`src/hw/rtl/plcm_pkg.sv`:
```
`default_nettype none
// ---------------------------------------------------------------------------
// plcm_pkg
// Shared types and constants for the per-ID call latency monitor.
// ---------------------------------------------------------------------------
package plcm_pkg;

  // Table geometry: one entry for every possible call identifier.
  localparam int ID_W        = 6;
  localparam int ENTRY_COUNT = 2 ** ID_W;

  // Field widths fixed by the interface.
  localparam int CMD_W   = 2;
  localparam int STAT_W  = 2;
  localparam int TIME_W  = 64;
  localparam int COUNT_W = 32;

  // Command codes.
  typedef enum logic [CMD_W-1:0] {
    CMD_START = 2'd0,
    CMD_END   = 2'd1,
    CMD_FRAME = 2'd2,
    CMD_NONE  = 2'd3
  } cmd_t;

  // Status codes.
  typedef enum logic [STAT_W-1:0] {
    STAT_OK          = 2'd0,
    STAT_START_BUSY  = 2'd1,
    STAT_END_IDLE    = 2'd2,
    STAT_END_UNKNOWN = 2'd3
  } status_t;

  // Controller states.
  typedef enum logic [1:0] {
    S_IDLE,
    S_READ,
    S_DIFF,
    S_UPDATE
  } state_t;

  // One row of the statistics table.
  typedef struct packed {
    logic [TIME_W-1:0]  stamp;
    logic [COUNT_W-1:0] count;
    logic [TIME_W-1:0]  total;
    logic [TIME_W-1:0]  min_t;
    logic [TIME_W-1:0]  max_t;
  } entry_t;

  // Commands from the controller to the datapath.
  typedef struct packed {
    logic load;
    logic read;
    logic diff;
    logic update;
  } dp_cmd_t;

endpackage : plcm_pkg
`default_nettype wire

```
`src/hw/rtl/plcm_ctrl.sv`:
```
`default_nettype none
// ---------------------------------------------------------------------------
// plcm_ctrl
// Sequencer for the monitor: steps each transaction through table read,
// elapsed-time calculation and update, and owns the output valid flag.
// ---------------------------------------------------------------------------
module plcm_ctrl
  import plcm_pkg::*;
(
  input  wire logic    clk,
  input  wire logic    rst,
  input  wire logic    in_valid,
  output logic         in_ready,
  output logic         out_valid,
  input  wire logic    out_ready,
  output dp_cmd_t      dp_cmd
);

  state_t state;
  state_t state_next;
  logic   out_free;

  // The result register can take a new value when empty or being drained.
  assign out_free = !out_valid || out_ready;

  // State register.
  always_ff @(posedge clk) begin
    if (rst) begin
      state <= S_IDLE;
    end else begin
      state <= state_next;
    end
  end

  // Next-state logic.
  always_comb begin
    state_next = state;
    unique case (state)
      S_IDLE: begin
        if (in_valid) state_next = S_READ;
      end
      S_READ:   state_next = S_DIFF;
      S_DIFF:   state_next = S_UPDATE;
      S_UPDATE: begin
        if (out_free) state_next = S_IDLE;
      end
      default:  state_next = S_IDLE;
    endcase
  end

  // Output logic. Nothing is taken while reset is held.
  always_comb begin
    in_ready = 1'b0;
    dp_cmd   = '0;
    unique case (state)
      S_IDLE: begin
        in_ready    = !rst;
        dp_cmd.load = in_valid && !rst;
      end
      S_READ:   dp_cmd.read   = 1'b1;
      S_DIFF:   dp_cmd.diff   = 1'b1;
      S_UPDATE: dp_cmd.update = out_free;
      default: begin
        in_ready = 1'b0;
      end
    endcase
  end

  // Result valid flag.
  always_ff @(posedge clk) begin
    if (rst) begin
      out_valid <= 1'b0;
    end else if (dp_cmd.update) begin
      out_valid <= 1'b1;
    end else if (out_ready) begin
      out_valid <= 1'b0;
    end
  end

endmodule : plcm_ctrl
`default_nettype wire

```
`config.mk`:
```
export PLATFORM = sky130hd
export DESIGN_NAME = plcm_ctrl
export DESIGN_NICKNAME = d
export VERILOG_FILES = /design/src/hw/rtl/plcm_pkg.sv /design/src/hw/rtl/plcm_ctrl.sv
export SDC_FILE = /design/constraint.sdc
export NUM_CORES = 1
export LEC_CHECK = 0
export ABC_AREA = 1
export BUFFER_PORTS_ARGS = -buffer_cell sky130_fd_sc_hd__clkbuf_2
export CAP_MARGIN = 20
export CORE_AREA = 2 2 39 41
export CTS_BUF_LIST = sky130_fd_sc_hd__clkbuf_8
export DETAILED_ROUTE_END_ITERATION = 16
export DIE_AREA = 0 0 41 43
export PLACE_DENSITY = 0.43
export SETUP_SLACK_MARGIN = 0.2
export SLEW_MARGIN = 20
export SYNTH_ARGS = -nofsm -noshare
export SYNTH_HDL_FRONTEND = slang
export SYNTH_SLANG_ARGS = --single-unit
```
`constraint.sdc`:
```
create_clock -name clk -period 1.3 [get_ports clk]
set_input_delay 0.26 -clock clk [delete_from_list [all_inputs] [get_ports clk]]
set_output_delay 0.26 -clock clk [all_outputs]
set_load 0.05 [all_outputs]
```
==> flow_metrics.tcl <==
set metrics [dict create \
    place.port_buffers 9 \
    start_util 0.1546 \
    h-tree-depth 1 \
    insertedDiodeCount 0 \
    worst_ep_required_time_ns 1.04 \
    slew_headroom 0.8792 \
    rsz0062_at_grt "yes" \
    grt_pass1_vias 236 \
    finalSetupViolations 3 \
    drtIter0Drc 1 \
    layout_commonest_cell "buf_4" \
    nets 58 \
    tns_ns -0.1498 \
    ys_ff_latch 3 \
    syn_nets 39 \
    rows 14 \
    powerDensity_nw_per_um2 2570 \
    total_power_mw 1.312 \
    routed_wl_um 543 \
    clk-insertion-delay-late_ns 0.21 \
    io_pins 10 \
    fp.dieH_um 43 \
    clk_pin_slew_worst_paths_ns 0.03 \
    cts_buffers 3 \
    min_path_type "input port to flip-flop" \
    vias 257 \
    synth.avg_cell_area_um2 6.902 \
    synth_cell_types 9 \
    cts_tree "built" \
    overflow 0 \
    nFillCells 154 \
    dieWidth_um 41 \
    skew_ns 0.002136 \
    hold_violations 0 \
    avgViaCountPerCell 3.954 \
    status "complete, but fails checks" \
    internal_power_mw 0.7268 \
    grt_pass1_wl_um 883 \
    crit_fanout 3 \
    dr.pass1.iters 2 \
    final_layout_size_suffix_gt1_frac 0.6939 \
    clockPowerShare 0.199 \
    critPathLaunchType "flip-flop" \
    cap_violations 0 \
    synth_seq_area_share 0.2807 \
    wl_per_cell_um 8.354 \
    antenna_left 0 \
    power_frac_comb 0.648 \
    fin_util 0.3689 \
    grt_max_degree 5 \
    worstPathArrival_ns 1.10 \
    slew_viol_final 0 \
    hpwl_um 403.2 \
    ir_drop_v 0.0008110 \
    antenna_found_initial 0 \
    r2r_slack_ns 0.23 \
    ctsRootBufferMaster "clkbuf_8" \
    p_leak_nw 0.2393 \
    cts_buffer_depth 2 \
    p_seq_frac 0.153 \
    coreArea_um2 1384 \
    syn_area_um2 214.0 \
    end_kind "output pin" \
    grt_usage 0.07723 \
    fin_crit_ns 1.363 \
    cts.sinks 3 \
    p_sw_frac 0.4461 \
    die_area_um2 1763 \
    remaining_drc_errors 0 \
    fmax_ghz 0.7335 \
    final_cell_mix "6 x buf_4, 5 x inv_1, 5 x buf_8" \
    yosysWarnings 0 \
    p_switching_mw 0.5854 \
    hold_buffers 0 \
    timing.final.crit_share 1.049 \
    worst_pin_slew_ns 0.1813 \
    netlist_instances 31 \
    worstSetupPathType "flip-flop to output pin" \
    syn2layout_area_growth_pct 138.6 \
    violations "negative setup slack" \
    finalWorstSetupSlack_ns -0.06329 \
    gp_congestion 0.6706 \
]
[sequential cells by signal, indices dropped and copies added (netlist names)]
name	flops
out_valid	1
state	2
[worst max-delay path, stage by stage, from the launching register on]
cell and delay [ns]:
dfxtp_4 0.36, inv_4 0.07, ha_4 0.13, inv_2 0.04
nor3_4 0.13, buf_8 0.17
[power by group through the flow]
stage	combinational, mW	clock [mW]	sequential, mW
after floorplan	0.444	0	0.185
final	0.850	0.261	0.201
after global routing	0.920	0.273	0.208
after global placement	0.605	0	0.171
after detailed placement	0.609	0	0.171
after CTS	0.751	0.268	0.203
[per-stage QoR]
step	std cells	setup WS, ns	instance area (um^2)	hold slack [ns]
2_1_floorplan	31	0.005328	255.2	0.3217
3_3_place_gp	59	0.02608	342.8	0.4997
3_5_place_dp	59	0.02223	342.8	0.5030
4_1_cts	65	-0.07551	484.2	0.2983
5_1_grt	65	-0.1164	510.5	0.3255
6_report	65	-0.06329	510.5	0.3020
[final timing paths]
| kind | from | end | cells past startpoint |
|---|---|---|---|
| setup / recovery | state[0] | dp_cmd[3] | 5 |
| hold / removal | rst | out_valid | 2 |
| setup reg to reg | state[1] | state[0] | 6 |
| hold reg to reg | out_valid | out_valid | 2 |
[synthesized netlist by cell type (all sizes together)]
master	number	area [um^2]
a21oi	4	20.02
nand2	5	18.77
ha	4	50.05
dfxtp	3	60.06
nor2	4	15.01
nand3	2	15.01
inv	8	30.03
nor3	1	5.000
[kinds of logic after synthesis]
logic type / share of synthesized area
AO/OA/AOI/OAI: 0.09357
adder cells (fa/ha/maj): 0.2339
flip-flops: 0.2807
buffers and inverters: 0.1404
AND/OR/NAND/NOR: 0.2514
[cell type report]
| type | count | area [um^2] | share of cell area |
|---|---|---|---|
| clock inverters | 1 | 3.754 | 0.007353 |
| multi-input cells | 20 | 206.4 | 0.4044 |
| clock buffers | 3 | 41.29 | 0.08088 |
| repair buffers | 14 | 135.1 | 0.2647 |
| flip-flops and latches | 3 | 68.82 | 0.1348 |
| inverters | 8 | 35.03 | 0.06863 |
| well taps | 16 | 20.02 | 0.03922 |
[metal layers]
metal  vias to the layer above  GRT usage  part of all wire
li1                        133          -                 -
met1                       116    0.07372              0.37
met2                         8     0.1313              0.55
met3                         0    0.03141             0.081
met4                         0    0.04000                 0
met5                         -          0                 0
[timing repair]
action	CTS	global route
endpoints found under the setup margin	6	8
pin swaps	3	1
setup buffers	2	0
resized for setup	20	11
Power figures use the tool's default switching activity.
